$ cat src/rtl/input_capture_frequency_meter_defines.svh
// assertion macros shared by the rtl files
`ifndef INPUT_CAPTURE_FREQUENCY_METER_DEFINES_SVH
`define INPUT_CAPTURE_FREQUENCY_METER_DEFINES_SVH

// plain property, checked on every edge out of reset
`define ICFM_ASSERT(lbl, prop, msg) \
	lbl: assert property (@(posedge clk) disable iff (!arst_n) (prop)) else $error(msg);

// antecedent in one cycle, consequent in the next
`define ICFM_ASSERT_NEXT(lbl, ante, cons, msg) \
	lbl: assert property (@(posedge clk) disable iff (!arst_n) (ante) |=> (cons)) else $error(msg);

`endif

$ cat src/rtl/icfm_pkg.sv
package icfm_pkg;

	localparam int WINDOW_LEN = 10;

	localparam int NUM_W    = 27;
	localparam int LOSS_W   = 8;
	localparam int CNT_W    = 16;
	localparam int MEAS_W   = 17;
	localparam int OVF_W    = 6;
	localparam int PERIOD_W = 22;
	localparam int FREQ_W   = 32;
	localparam int FRAC_W   = 16;

	localparam int SUM_W  = PERIOD_W + $clog2(WINDOW_LEN);
	localparam int IDX_W  = (WINDOW_LEN > 1) ? $clog2(WINDOW_LEN) : 1;
	localparam int FILL_W = $clog2(WINDOW_LEN + 1);

	localparam int DVD_W     = NUM_W + FRAC_W;
	localparam int DIV_STEPS = DVD_W;
	localparam int STEP_W    = $clog2(DIV_STEPS);

	localparam int CFG_W     = NUM_W;
	localparam int CFG_IDX_W = 1;

	localparam logic [CFG_IDX_W-1:0] REG_CLOCK_NUMERATOR = 1'd0;
	localparam logic [CFG_IDX_W-1:0] REG_LOSS_LIMIT      = 1'd1;

	localparam logic [NUM_W-1:0]  NUM_RESET  = NUM_W'(1000000);
	localparam logic [LOSS_W-1:0] LOSS_RESET = LOSS_W'(20);

	localparam logic [OVF_W-1:0] OVF_LIMIT = '1;
	localparam logic [CNT_W-1:0] CNT_MAX   = '1;

	localparam logic MODE_EVENT = 1'b0;
	localparam logic MODE_POLL  = 1'b1;

	typedef struct packed {
		logic accept;
		logic div_step;
		logic div_finish;
		logic load_out;
	} icfm_cmd_t;

	typedef struct packed {
		logic need_div;
	} icfm_stat_t;

endpackage

$ cat src/rtl/icfm_in_if.sv
interface icfm_in_if import icfm_pkg::*; ();
	logic             valid;
	logic             ready;
	logic             mode;
	logic             has_overflow;
	logic             has_capture;
	logic [CNT_W-1:0] capture_count;

	modport source (output valid, mode, has_overflow, has_capture, capture_count, input ready);
	modport sink (input valid, mode, has_overflow, has_capture, capture_count, output ready);
endinterface

$ cat src/rtl/icfm_out_if.sv
interface icfm_out_if import icfm_pkg::*; ();
	logic                valid;
	logic                ready;
	logic [FREQ_W-1:0]   freq_q16;
	logic [PERIOD_W-1:0] period_ticks;
	logic                new_period;
	logic                zero_sum_error;
	logic                signal_lost;

	modport source (output valid, freq_q16, period_ticks, new_period, zero_sum_error,
		signal_lost, input ready);
	modport sink (input valid, freq_q16, period_ticks, new_period, zero_sum_error,
		signal_lost, output ready);
endinterface

$ cat src/rtl/icfm_ctrl.sv
`include "input_capture_frequency_meter_defines.svh"

module icfm_ctrl import icfm_pkg::*; (
	input  logic       clk,
	input  logic       arst_n,
	input  logic       item_valid,
	output logic       item_ready,
	output logic       result_valid,
	input  logic       result_ready,
	input  icfm_stat_t stat,
	output icfm_cmd_t  cmd
);

	localparam logic [1:0] ST_IDLE = 2'd0;
	localparam logic [1:0] ST_DIV  = 2'd1;
	localparam logic [1:0] ST_FIN  = 2'd2;
	localparam logic [1:0] ST_PUSH = 2'd3;

	localparam logic [STEP_W-1:0] LAST_STEP = STEP_W'(DIV_STEPS - 1);

	logic [1:0]        state_q;
	logic [STEP_W-1:0] step_q;
	logic              out_valid_q;
	logic              slot_free;

	assign item_ready   = (state_q == ST_IDLE);
	assign result_valid = out_valid_q;
	assign slot_free    = !out_valid_q || result_ready;

	always_comb begin
		cmd            = '0;
		cmd.accept     = item_valid && (state_q == ST_IDLE);
		cmd.div_step   = (state_q == ST_DIV);
		cmd.div_finish = (state_q == ST_FIN);
		cmd.load_out   = (state_q == ST_PUSH) && slot_free;
	end

	always_ff @(posedge clk or negedge arst_n) begin
		if (!arst_n) begin
			state_q     <= ST_IDLE;
			step_q      <= '0;
			out_valid_q <= 1'b0;
		end else begin
			unique case (state_q)
				ST_IDLE: begin
					if (cmd.accept) begin
						step_q  <= '0;
						state_q <= stat.need_div ? ST_DIV : ST_PUSH;
					end
				end
				ST_DIV: begin
					step_q <= step_q + 1'b1;
					if (step_q == LAST_STEP) begin
						state_q <= ST_FIN;
					end
				end
				ST_FIN: begin
					state_q <= ST_PUSH;
				end
				ST_PUSH: begin
					if (slot_free) begin
						state_q <= ST_IDLE;
					end
				end
				default: state_q <= ST_IDLE;
			endcase

			if (cmd.load_out) begin
				out_valid_q <= 1'b1;
			end else if (result_ready) begin
				out_valid_q <= 1'b0;
			end
		end
	end

	`ICFM_ASSERT_NEXT(a_div_entry, cmd.accept && stat.need_div, state_q == ST_DIV,
		"division not started after accepting a filled-window poll")
	`ICFM_ASSERT_NEXT(a_div_length, state_q == ST_DIV && step_q == LAST_STEP, state_q == ST_FIN,
		"division did not end after its last step")
	`ICFM_ASSERT_NEXT(a_push_hold, state_q == ST_PUSH && !slot_free,
		state_q == ST_PUSH && out_valid_q, "pending result dropped while output stalled")

endmodule

$ cat src/rtl/icfm_dp.sv
`include "input_capture_frequency_meter_defines.svh"

module icfm_dp import icfm_pkg::*; (
	input  logic                 clk,
	input  logic                 arst_n,
	input  logic                 cfg_wr_en,
	input  logic [CFG_IDX_W-1:0] cfg_index,
	input  logic [CFG_W-1:0]     cfg_wdata,
	input  logic                 mode,
	input  logic                 has_overflow,
	input  logic                 has_capture,
	input  logic [CNT_W-1:0]     capture_count,
	input  icfm_cmd_t            cmd,
	output icfm_stat_t           stat,
	output logic [FREQ_W-1:0]    freq_q16,
	output logic [PERIOD_W-1:0]  period_ticks,
	output logic                 new_period,
	output logic                 zero_sum_error,
	output logic                 signal_lost
);

	// configuration
	logic [NUM_W-1:0]  num_q;
	logic [LOSS_W-1:0] loss_q;

	// capture machine
	logic              done_q;
	logic              armed_q;
	logic [OVF_W-1:0]  ovf_q;
	logic [CNT_W-1:0]  first_q;
	logic [MEAS_W-1:0] meas_q;

	// window
	logic [PERIOD_W-1:0] ring_q [WINDOW_LEN];
	logic [IDX_W-1:0]    widx_q;
	logic [FILL_W-1:0]   fill_q;
	logic [SUM_W-1:0]    sum_q;

	logic [FREQ_W-1:0] freq_hold_q;
	logic [LOSS_W-1:0] empty_q;

	// pending result
	logic [PERIOD_W-1:0] res_period_q;
	logic                res_fresh_q;
	logic                res_zsum_q;
	logic                res_lost_q;

	// divider
	logic [SUM_W-1:0] rem_q;
	logic [DVD_W-1:0] dvd_q;

	// output register
	logic [FREQ_W-1:0]   out_freq_q;
	logic [PERIOD_W-1:0] out_period_q;
	logic                out_fresh_q;
	logic                out_zsum_q;
	logic                out_lost_q;

	// next-state of the capture machine for a timer event
	logic              ev_done;
	logic              ev_armed;
	logic [OVF_W-1:0]  ev_ovf;
	logic [CNT_W-1:0]  ev_first;
	logic [MEAS_W-1:0] ev_meas;

	// poll values
	logic                poll_take;
	logic [PERIOD_W-1:0] period;
	logic [IDX_W-1:0]    widx_next;
	logic [FILL_W-1:0]   fill_next;
	logic [SUM_W-1:0]    sum_next;
	logic [SUM_W-1:0]    old_entry;
	logic [LOSS_W:0]     empty_next;
	logic                lost;

	// divider step
	logic [SUM_W:0] shifted;
	logic [SUM_W:0] diff;
	logic           ge;

	always_comb begin
		ev_done  = done_q;
		ev_armed = armed_q;
		ev_ovf   = ovf_q;
		ev_first = first_q;
		ev_meas  = meas_q;
		if (!done_q) begin
			if (has_overflow && armed_q) begin
				if (ovf_q == OVF_LIMIT) begin
					ev_done  = 1'b1;
					ev_armed = 1'b0;
					ev_ovf   = '0;
					ev_meas  = '0;
				end else begin
					ev_ovf = ovf_q + 1'b1;
				end
			end
			if (has_capture) begin
				if (ev_armed) begin
					if (capture_count > first_q && ev_ovf == '0) begin
						ev_meas = MEAS_W'(capture_count) - MEAS_W'(first_q);
					end else begin
						ev_meas = MEAS_W'(CNT_MAX - first_q) + MEAS_W'(capture_count);
					end
					ev_done = 1'b1;
				end else begin
					ev_first = capture_count;
					ev_meas  = '0;
					ev_done  = 1'b0;
					ev_armed = 1'b1;
					ev_ovf   = '0;
				end
			end
		end
	end

	always_comb begin
		poll_take = (mode == MODE_POLL) && done_q;
		if (ovf_q <= OVF_W'(1)) begin
			period = PERIOD_W'(meas_q);
		end else begin
			period = PERIOD_W'({ovf_q - 1'b1, {FRAC_W{1'b0}}}) + PERIOD_W'(meas_q);
		end
		widx_next = (widx_q == IDX_W'(WINDOW_LEN - 1)) ? '0 : widx_q + 1'b1;
		fill_next = (fill_q < FILL_W'(WINDOW_LEN)) ? fill_q + 1'b1 : fill_q;
		// slot being overwritten counts only once the window has filled
		old_entry = (fill_q == FILL_W'(WINDOW_LEN)) ? SUM_W'(ring_q[widx_next]) : '0;
		sum_next  = sum_q - old_entry + SUM_W'(period);
		empty_next = {1'b0, empty_q} + 1'b1;
		lost       = empty_next > {1'b0, loss_q};
		stat.need_div = poll_take && (fill_next == FILL_W'(WINDOW_LEN)) && (sum_next != '0);
	end

	always_comb begin
		shifted = {rem_q, dvd_q[DVD_W-1]};
		diff    = shifted - {1'b0, sum_q};
		ge      = shifted >= {1'b0, sum_q};
	end

	always_ff @(posedge clk or negedge arst_n) begin
		if (!arst_n) begin
			num_q       <= NUM_RESET;
			loss_q      <= LOSS_RESET;
			done_q      <= 1'b0;
			armed_q     <= 1'b0;
			ovf_q       <= '0;
			meas_q      <= '0;
			widx_q      <= '0;
			fill_q      <= '0;
			sum_q       <= '0;
			freq_hold_q <= '0;
			empty_q     <= '0;
		end else begin
			if (cfg_wr_en) begin
				unique case (cfg_index)
					REG_CLOCK_NUMERATOR: num_q <= cfg_wdata[NUM_W-1:0];
					REG_LOSS_LIMIT:      loss_q <= cfg_wdata[LOSS_W-1:0];
					default: ;
				endcase
			end

			if (cmd.accept) begin
				if (mode == MODE_EVENT) begin
					done_q  <= ev_done;
					armed_q <= ev_armed;
					ovf_q   <= ev_ovf;
					meas_q  <= ev_meas;
				end else if (poll_take) begin
					widx_q  <= widx_next;
					fill_q  <= fill_next;
					sum_q   <= sum_next;
					done_q  <= 1'b0;
					armed_q <= 1'b0;
					ovf_q   <= '0;
					empty_q <= '0;
					if (fill_next == FILL_W'(WINDOW_LEN) && sum_next == '0) begin
						freq_hold_q <= '0;
					end
				end else if (lost) begin
					freq_hold_q <= '0;
					empty_q     <= '0;
				end else begin
					empty_q <= empty_next[LOSS_W-1:0];
				end
			end

			if (cmd.div_finish) begin
				freq_hold_q <= (dvd_q[DVD_W-1:FREQ_W] != '0) ? '1 : dvd_q[FREQ_W-1:0];
			end
		end
	end

	always_ff @(posedge clk) begin
		if (cmd.accept) begin
			if (mode == MODE_EVENT) begin
				first_q <= ev_first;
			end else if (poll_take) begin
				ring_q[widx_next] <= period;
			end
			res_period_q <= poll_take ? period : '0;
			res_fresh_q  <= poll_take;
			res_zsum_q   <= poll_take && (fill_next == FILL_W'(WINDOW_LEN)) && (sum_next == '0);
			res_lost_q   <= (mode == MODE_POLL) && !done_q && lost;
			rem_q        <= '0;
			dvd_q        <= {num_q, {FRAC_W{1'b0}}};
		end else if (cmd.div_step) begin
			rem_q <= ge ? diff[SUM_W-1:0] : shifted[SUM_W-1:0];
			dvd_q <= {dvd_q[DVD_W-2:0], ge};
		end
		if (cmd.load_out) begin
			out_freq_q   <= freq_hold_q;
			out_period_q <= res_period_q;
			out_fresh_q  <= res_fresh_q;
			out_zsum_q   <= res_zsum_q;
			out_lost_q   <= res_lost_q;
		end
	end

	assign freq_q16       = out_freq_q;
	assign period_ticks   = out_period_q;
	assign new_period     = out_fresh_q;
	assign zero_sum_error = out_zsum_q;
	assign signal_lost    = out_lost_q;

	`ICFM_ASSERT(a_fill_range, fill_q <= FILL_W'(WINDOW_LEN), "window fill past its length")
	`ICFM_ASSERT(a_widx_range, widx_q <= IDX_W'(WINDOW_LEN - 1), "ring index out of range")
	`ICFM_ASSERT(a_rem_bound, !cmd.div_step || rem_q < sum_q,
		"divider remainder not below the window sum")

endmodule

$ cat src/rtl/input_capture_frequency_meter.sv
// input capture period and frequency meter
//
// item channel (sink): mode 0 is a timer event carrying wrap and capture
// flags plus the latched 16-bit count; mode 1 is a poll that takes a
// finished period into a ring of WINDOW_LEN entries
// result channel (source): exactly one result transaction per item
// config port: cfg_wr_en/cfg_index/cfg_wdata, index 0 clock_numerator,
// index 1 loss_limit, write only while the block is idle
// an event, an empty poll, a poll before the window is full or one whose
// window sum is zero goes from idle straight to the push state; a poll
// with a full window and a nonzero sum first runs the shift-subtract
// divider, one quotient bit per cycle over 43 bits, then a finish state,
// and only then the push state; the divider sets the rate
// one item is in flight at a time; the next item is accepted once the
// previous result sits in the output register, even if not yet taken
// a stalled receiver holds the output register and the pending result,
// which in turn holds off further items
// reset clears the capture machine, window count, held frequency and
// empty-poll count; ring contents are only read after the window filled
module input_capture_frequency_meter import icfm_pkg::*; (
	input  logic                 clk,
	input  logic                 arst_n,
	icfm_in_if.sink              item,
	icfm_out_if.source           result,
	input  logic                 cfg_wr_en,
	input  logic [CFG_IDX_W-1:0] cfg_index,
	input  logic [CFG_W-1:0]     cfg_wdata
);

	icfm_cmd_t  cmd;
	icfm_stat_t stat;

	// sequencer: accept, divider steps, result push
	icfm_ctrl u_ctrl (
		.clk          (clk),
		.arst_n       (arst_n),
		.item_valid   (item.valid),
		.item_ready   (item.ready),
		.result_valid (result.valid),
		.result_ready (result.ready),
		.stat         (stat),
		.cmd          (cmd)
	);

	// capture machine, period ring, running sum, divider and output register
	icfm_dp u_dp (
		.clk            (clk),
		.arst_n         (arst_n),
		.cfg_wr_en      (cfg_wr_en),
		.cfg_index      (cfg_index),
		.cfg_wdata      (cfg_wdata),
		.mode           (item.mode),
		.has_overflow   (item.has_overflow),
		.has_capture    (item.has_capture),
		.capture_count  (item.capture_count),
		.cmd            (cmd),
		.stat           (stat),
		.freq_q16       (result.freq_q16),
		.period_ticks   (result.period_ticks),
		.new_period     (result.new_period),
		.zero_sum_error (result.zero_sum_error),
		.signal_lost    (result.signal_lost)
	);

endmodule

$ cat src/flat_wrapper.sv
// flat-port wrapper written by rule: the top's interface ports become plain ports
module input_capture_frequency_meter_flat import icfm_pkg::*;
  (clk, arst_n, cfg_wr_en, cfg_index, cfg_wdata, item_valid, item_mode, item_has_overflow, item_has_capture, item_capture_count, item_ready, result_valid, result_freq_q16, result_period_ticks, result_new_period, result_zero_sum_error, result_signal_lost, result_ready);
  icfm_in_if item_i ();
  icfm_out_if result_i ();
  input  logic clk;
  input  logic arst_n;
  input  logic cfg_wr_en;
  input  logic [CFG_IDX_W-1:0] cfg_index;
  input  logic [CFG_W-1:0] cfg_wdata;
  input wire logic [$bits(item_i.valid)-1:0] item_valid;
  input wire logic [$bits(item_i.mode)-1:0] item_mode;
  input wire logic [$bits(item_i.has_overflow)-1:0] item_has_overflow;
  input wire logic [$bits(item_i.has_capture)-1:0] item_has_capture;
  input wire logic [$bits(item_i.capture_count)-1:0] item_capture_count;
  output wire logic [$bits(item_i.ready)-1:0] item_ready;
  output wire logic [$bits(result_i.valid)-1:0] result_valid;
  output wire logic [$bits(result_i.freq_q16)-1:0] result_freq_q16;
  output wire logic [$bits(result_i.period_ticks)-1:0] result_period_ticks;
  output wire logic [$bits(result_i.new_period)-1:0] result_new_period;
  output wire logic [$bits(result_i.zero_sum_error)-1:0] result_zero_sum_error;
  output wire logic [$bits(result_i.signal_lost)-1:0] result_signal_lost;
  input wire logic [$bits(result_i.ready)-1:0] result_ready;
  assign item_i.valid = item_valid;
  assign item_i.mode = item_mode;
  assign item_i.has_overflow = item_has_overflow;
  assign item_i.has_capture = item_has_capture;
  assign item_i.capture_count = item_capture_count;
  assign item_ready = item_i.ready;
  assign result_valid = result_i.valid;
  assign result_freq_q16 = result_i.freq_q16;
  assign result_period_ticks = result_i.period_ticks;
  assign result_new_period = result_i.new_period;
  assign result_zero_sum_error = result_i.zero_sum_error;
  assign result_signal_lost = result_i.signal_lost;
  assign result_i.ready = result_ready;
  input_capture_frequency_meter u_core (.clk(clk), .arst_n(arst_n), .item(item_i), .result(result_i), .cfg_wr_en(cfg_wr_en), .cfg_index(cfg_index), .cfg_wdata(cfg_wdata));
endmodule
$ cat config.mk
export PLATFORM = sky130hd
export DESIGN_NAME = input_capture_frequency_meter_flat
export DESIGN_NICKNAME = d
export VERILOG_FILES = /design/src/rtl/icfm_pkg.sv /design/src/rtl/icfm_in_if.sv /design/src/rtl/icfm_out_if.sv /design/src/rtl/icfm_ctrl.sv /design/src/rtl/icfm_dp.sv /design/src/rtl/input_capture_frequency_meter.sv /design/src/flat_wrapper.sv
export VERILOG_INCLUDE_DIRS = /design/src /design/src/rtl
export SDC_FILE = /design/constraint.sdc
export NUM_CORES = 1
export LEC_CHECK = 0
export ABC_CLOCK_PERIOD_IN_PS = 6570
export BUFFER_PORTS_ARGS = -buffer_cell sky130_fd_sc_hd__buf_2
export CAP_MARGIN = 30
export CORE_MARGIN = 2
export CORE_UTILIZATION = 45
export CTS_BUF_LIST = sky130_fd_sc_hd__clkbuf_4 sky130_fd_sc_hd__clkbuf_8
export DETAILED_ROUTE_END_ITERATION = 12
export GPL_ROUTABILITY_DRIVEN = 0
export PLACE_DENSITY = 0.7
export SYNTH_ARGS = -nofsm -noshare
export SYNTH_HDL_FRONTEND = slang
export SYNTH_SLANG_ARGS = --single-unit
$ cat constraint.sdc
create_clock -name clk -period 6.57 [get_ports clk]
set_input_delay 0.3285 -clock clk [delete_from_list [all_inputs] [get_ports clk]]
set_output_delay 0.3285 -clock clk [all_outputs]
set_load 0.02 [all_outputs]
---- After elaboration in Yosys (flattened, before gate mapping) ----
Memory sizes are Yosys's and may differ from the RTL's.
Cells that the tools add are included.
operators by class
  mux-type cells .......................... 55
  reductions and logical operators ........ 38
  equality and inequality tests ........... 14
  $add $sub $neg .......................... 13
  order comparisons ....................... 5
  bitwise operators ....................... 4
operators with widths
  cell                                                count
  two-way mux 32 bit                                  7
  two-way mux 43 bit                                  2
  two-way mux 17 bit                                  5
  two-way mux 6 bit                                   9
  two-way mux 22 bit                                  2
  greater-or-equal comparator 27 x 26 -> 1 bit        1
  adder 26 x 22 -> 26 bit                             1
  logical NOT 26 bit                                  1
  two-way mux 26 bit                                  1
  nonzero test 26 bit                                 1
  subtractor 26 x 22 -> 26 bit                        1
  subtractor 26 bit                                   1
  adder 22 x 17 -> 22 bit                             1
  two-way mux 1 bit                                   19
  adder 17 x 16 -> 17 bit                             1
  subtractor 16 x 16 -> 17 bit                        1
  subtractor 16 x 16 -> 17 bit, first input constant  1
  greater-than comparator 16 bit                      1
  two-way mux 8 bit                                   2
  nonzero test 2 bit                                  7
  adder 6 x 1 -> 6 bit, second input constant         2
  == test 4 bit, second input constant                3
  == test 6 bit, second input constant                2
  case mux 6 bit (2 select lines)                     1
  other kinds (26)                                    56
word-level totals
  memories ................................ 1
  bits in registers ....................... 310
  bits in writable memories ............... 220
  word-level logic and storage cells ...... 157
memories
  name                depth  bits a word  read ports  clocked after memory_dff  write ports  RTL line       source
  u_core.u_dp.ring_q  10     22           1           0                         1            icfm_dp.sv:34  logic [PERIOD_W-1:0] ring_q [WINDOW_LEN];

---- Logic depth before layout (Yosys ltp) ----
An unclocked memory read counts as a cell.
  depth in word-level cells ............... 13
  mapped depth ............................ 24
  gate-level depth less buffers ........... 22

---- Hierarchy ----
A second synthesis with hierarchy kept.
second synthesis, totals
  cells, all modules ...................... 2,211
  area total of the unflattened synthesis .. 26,376.5 um^2
by module, submodules not included
  module     area an instance (um^2)  instances  cells an instance
  icfm_dp    25,754.7                 1          2,145
  icfm_ctrl  621.8                    1          66

---- Least setup slack after synthesis ----
No wires, ideal clock.
  path kind ............................... register to register
  start ................................... reg u_core.u_dp.widx_q[2]
  end ..................................... reg u_core.u_dp.freq_hold_q[16]
  path buffers ............................ 3
  data arrival time ....................... 5.958 ns
  path slack .............................. 0.478 ns
  data required time ...................... 6.436 ns
  setup time .............................. 0.134 ns
  cell stages (with the launch flop) ...... 22
  cell sequence ........................... dfrtp_1 -> clkbuf_1 -> inv_1 -> nand2_1 -> nand3_1 -> o21ai_1 -> clkbuf_1 -> mux4_2 -> o221a_2 -> fa_1 -> inv_1 -> ha_1 -> and3_2 -> a221oi_2 -> o221a_2 -> a21oi_2 -> or3_1 -> a21bo_1 -> or4b_4 -> nor3_4 -> buf_6 -> o211ai_2
on the way
  longest elaborated chain between the ends .. 10
RTL lines
  what                                                          RTL line        source
  start, declared                                               icfm_dp.sv:35   logic [IDX_W-1:0] widx_q;
  start signal, assigned                                        icfm_dp.sv:169  widx_q <= widx_next;
  adder 4 x 1 -> 4 bit / == test 4 bit (equally long branches)  icfm_dp.sv:124  widx_next = (widx_q == IDX_W'(WINDOW_LEN - 1)) ? '0 : widx_q + 1'b1;
  two-way mux 4 bit (*)                                         icfm_dp.sv:124
  memory (10 x 22 bit) (*)                                      --
  two-way mux 22 bit (*)                                        icfm_dp.sv:127  old_entry = (fill_q == FILL_W'(WINDOW_LEN)) ? SUM_W'(ring_q[widx_next]) : '0;
  subtractor 26 x 22 -> 26 bit (*)                              icfm_dp.sv:128  sum_next = sum_q - old_entry + SUM_W'(period);
  adder 26 x 22 -> 26 bit (*)                                   icfm_dp.sv:128
  logical NOT 26 bit (*)                                        icfm_dp.sv:176  if (fill_next == FILL_W'(WINDOW_LEN) && sum_next == '0) begin
  logical AND 1 bit (*)                                         icfm_dp.sv:176
  inequality test 3 x 1 -> 1 bit (no line) (*)                  --
  AND reduction 4 bit (no line) (*)                             --
  end signal, assigned                                          icfm_dp.sv:188  freq_hold_q <= (dvd_q[DVD_W-1:FREQ_W] != '0) ? '1 : dvd_q[FREQ_W-1:0];
  end, declared                                                 icfm_dp.sv:39   logic [FREQ_W-1:0] freq_hold_q;
Mark *: on every way between the ends. The rest lies on a longest branch, timed or not.
A chain may end at the register's enable or synchronous reset.

---- Worst setup path after layout ----
  start ................................... reg u_core.u_dp.widx_q[1]
  end ..................................... reg u_core.u_dp.freq_hold_q[0]
Same word-level chain as after synthesis.

==> impl_metrics.csv <==
group,metric,value,unit
synth,synth-xor-area-share,0.0215,
floorplan,dieArea,0.0617,mm^2
grt,grt_max_degree,79,
critical_path,critPathRequiredTime,7.12,ns
critical_path,critPathCaptureType,"register",
critical_path,cp_num_buf_inv,3,
clocking,htree_levels,3,
finish,nFillCells,5071,
critical_path,start_kind,"register",
synth,synth_area_leader_cell,"edfxtp_1",
critical_path,crit_family,"compound AO/OA/AOI/OAI gates",
run,maxCapViolations,0,
detailed_routing,ant_nets,0,
timing,skew,0.0479,ns
synth,netlist_area,0.0269,mm^2
grt,grt_pass1_vias,19243,
clocking,cts_made_buffers,85,
detailed_routing,wl,65.4,mm
critical_path,cpPeakStageDelay,0.54,ns
critical_path,worstPathArrival,6.58,ns
timing,setup_viol,0,
floorplan,rows,89,
finish,fin_util,0.521,
grt,gr-usage-all-layers,0.210,
clocking,cts_hold_buffers,47,
place,hpwl,44.0,mm
synth,syn_area_per_cell,11.6,um^2
detailed_routing,first_pass_iters,8,
detailed_routing,drtIter0Drc,1706,
timing,finalCritPeriodShare,0.916,
floorplan,start_util,0.456,
clocking,cts_resized,0,
synth,synthSimpleGateAreaFrac,0.129,
floorplan,ioPinCount,111,
detailed_routing,wire_per_inst,19.7,um
critical_path,path_max_fanout,33,
detailed_routing,num_vias,19165,
finish,drive_above_1_share,0.183,
clocking,cts_root_buffer,"clkbuf_8",
timing,rsz0062_at_grt,"no",
finish,layout_common_cells,"345 x edfxtp_1, 245 x nand2_1, 136 x inv_1",
detailed_routing,remaining_drc_errors,0,
floorplan,die_h,248,um
synth,yosys_warnings,0,
power,power_density,516,mW/mm^2
clocking,path_clk_slew,0.06,ns
timing,finalHoldViolCount,0,
finish,diodes,0,
synth,ys.flop_type,"edfxtp_1",
synth,synth.lib_cells_used.distinct,82,
clocking,clock_latency,0.71,ns
synth,async_flop_share,0.270,
synth,syn_inst,2309,
power,power.leakage,0.0119,uW
detailed_routing,via_per_inst,5.76,
critical_path,critPathKind,"register to register",
synth,synth_top_cell_area_share,0.385,
finish,layout_commonest_cell,"edfxtp_1",
grt,antenna_found_initial,1,
timing,whs,0.0544,ns
synth,synth_compound_area_frac,0.130,
status,status,"completed",
clocking,cts_tree,"built",
synth,ys_ff_latch,530,
timing,slew_headroom,0.340,
synth,ys_top_cells_by_area,"edfxtp_1 39%, dfrtp_1 12%, ha_1 4.5%, mux4_2 3.7%, nand2_1 3.4%",
synth,syn_nets,2482,
timing,fin_tns_setup,0,ns
finish,syn2layout_area_growth,14.4,%
synth,yosysSeqAreaShare,0.550,
place,portBuffers,110,
floorplan,die_w,248,um
synth,synth_edf_count,345,
grt,grt_overflow,0,
grt,grt_pass1_wl,105,mm
clocking,cts_setup_buffers,0,
finish,nets,2654,
timing,fmax,0.166,GHz
critical_path,path_cells,"inv_1, nand3_1, o21ai_4, buf_12, mux4_2, o221ai_1, fa_1, ha_1, nand4_1, or2_1, a2111o_1, a21o_1, a221oi_2, nand4_1, or4b_4, nor3_4, buf_12, o211ai_1",
clocking,cts.sinks,530,
power,ir_worst_vdd,0.000324,V
synth,synth_mux_area_frac,0.0684,
timing,worstMarginPinSlew,0.982,ns
place,postPlaceCellArea,0.0285,mm^2
finish,finalInstanceArea,0.0308,mm^2
floorplan,core_area,0.0590,mm^2
synth,synth_adder_area_share,0.0633,
min_path,worstHoldPathType,"primary input to register",
clocking,clockBufferDepth,3,
timing,min_period,6.02,ns
timing,slew_violations,0,
synth,synth_top_family_by_area,"compound AO/OA/AOI/OAI gates",
critical_path,worst_path_max_delay_cell,"dfrtp_1",
cell type report:
type                       count  area, um^2  share of cell area
sequential                   530       14800               0.481
multi-input combinational   1523       11200               0.364
timing repair buffer         204        1490              0.0485
clock buffer                 113        1440              0.0467
tap                          773         967              0.0314
inverter                     137         515              0.0168
clock inverter                47         348              0.0113
flip-flops by register name, summed over array words and instances, names as in the netlist, 2 cells and up:
| register | cells |
|---|---|
| u_core.u_dp.freq_hold_q | 32 |
| u_core.u_ctrl.step_q | 6 |
| u_core.u_dp.res_period_q | 22 |
| u_core.u_dp.sum_q | 26 |
| u_core.u_dp.meas_q | 17 |
| u_core.u_dp.widx_q | 4 |
| u_core.u_ctrl.state_q | 2 |
| u_core.u_dp.period_ticks | 22 |
| u_core.u_dp.ovf_q | 6 |
| u_core.u_dp.rem_q | 26 |
| u_core.u_dp.freq_q16 | 32 |
| u_core.u_dp.loss_q | 8 |
| u_core.u_dp.dvd_q | 43 |
| u_core.u_dp.first_q | 16 |
| u_core.u_dp.empty_q | 8 |
| u_core.u_dp.num_q | 27 |
| u_core.u_dp.ring_q | 220 |
| u_core.u_dp.fill_q | 4 |
tightest hold or removal path, cell delays in order:
cell     delay, ns
buf_2         0.15
nand3_1       0.12
o31ai_1       0.08
report_power, final:
part / internal [uW] / switching, uW / total [uW]
Sequential: 4370 / 584 / 4950
Clock: 1600 / 1350 / 2950
Combinational: 3110 / 4880 / 7980
Total: 9070 / 6810 / 15900
layer usage:
metal	vias to the layer above	share of wire	track usage
li1	8910	-	-
met1	9399	0.44	0.289
met2	693	0.47	0.332
met3	163	0.062	0.0372
met4	0	0.036	0.0842
met5	-	0	0
stage by stage:
stage	setup WS, ns	cells	power [uW]
floorplan	0.478	2309	10700
global placement	0.797	3113	12500
detailed placement	0.647	3117	12800
CTS	0.626	3324	15800
global route	0.281	3327	17000
finish	0.549	3327	15900
logic make-up (layout without fill, tap and decap cells):
family | after synthesis | after routing
xor gates and xnor gates | 66 | 66
DFF | 530 | 530
adders and majority gates | 121 | 121
AOI/OAI and AO/OA | 501 | 501
and+or+nand+nor | 711 | 711
muxes | 124 | 124
buffers and inverters | 256 | 501
synthesized netlist by cell type (43+ instances only):
library cell and number:
nand3_1 68, nor2_1 112, edfxtp_1 345, a31oi_1 47, clkbuf_1 100, dfrtp_1 134, and2_1 63, mux2i_1 43
a21oi_1 98, mux4_2 44, ha_1 96, o21ai_0 116, inv_1 136, nor3_1 43, nand2_1 245, nor2b_1 45
worst paths after layout:
| check | from | end | slack, ns | depth (start not counted) |
|---|---|---|---|---|
| max | u_core.u_dp.widx_q[1]$_DFFE_PN0P_ | u_core.u_dp.freq_hold_q[0]$_DFFE_PN0P_ | 0.55 | 18 |
| min | item_has_overflow | u_core.u_dp.ovf_q[2]$_DFFE_PN0P_ | 0.05 | 3 |
| max reg2reg | u_core.u_dp.widx_q[1]$_DFFE_PN0P_ | u_core.u_dp.freq_hold_q[0]$_DFFE_PN0P_ | 0.55 | 18 |
| min reg2reg | u_core.u_dp.res_period_q[18]$_SDFFCE_PN0P_ | u_core.u_dp.period_ticks[18]$_DFFE_PP_ | 0.42 | 0 |
| max in group asynchronous | arst_n | u_core.u_dp.loss_q[4]$_DFFE_PN1P_ | 5.09 | 4 |
| min in group asynchronous | arst_n | u_core.u_dp.freq_hold_q[14]$_DFFE_PN0P_ | 0.22 | 2 |
Note: power is estimated with default switching activity, not from simulation.
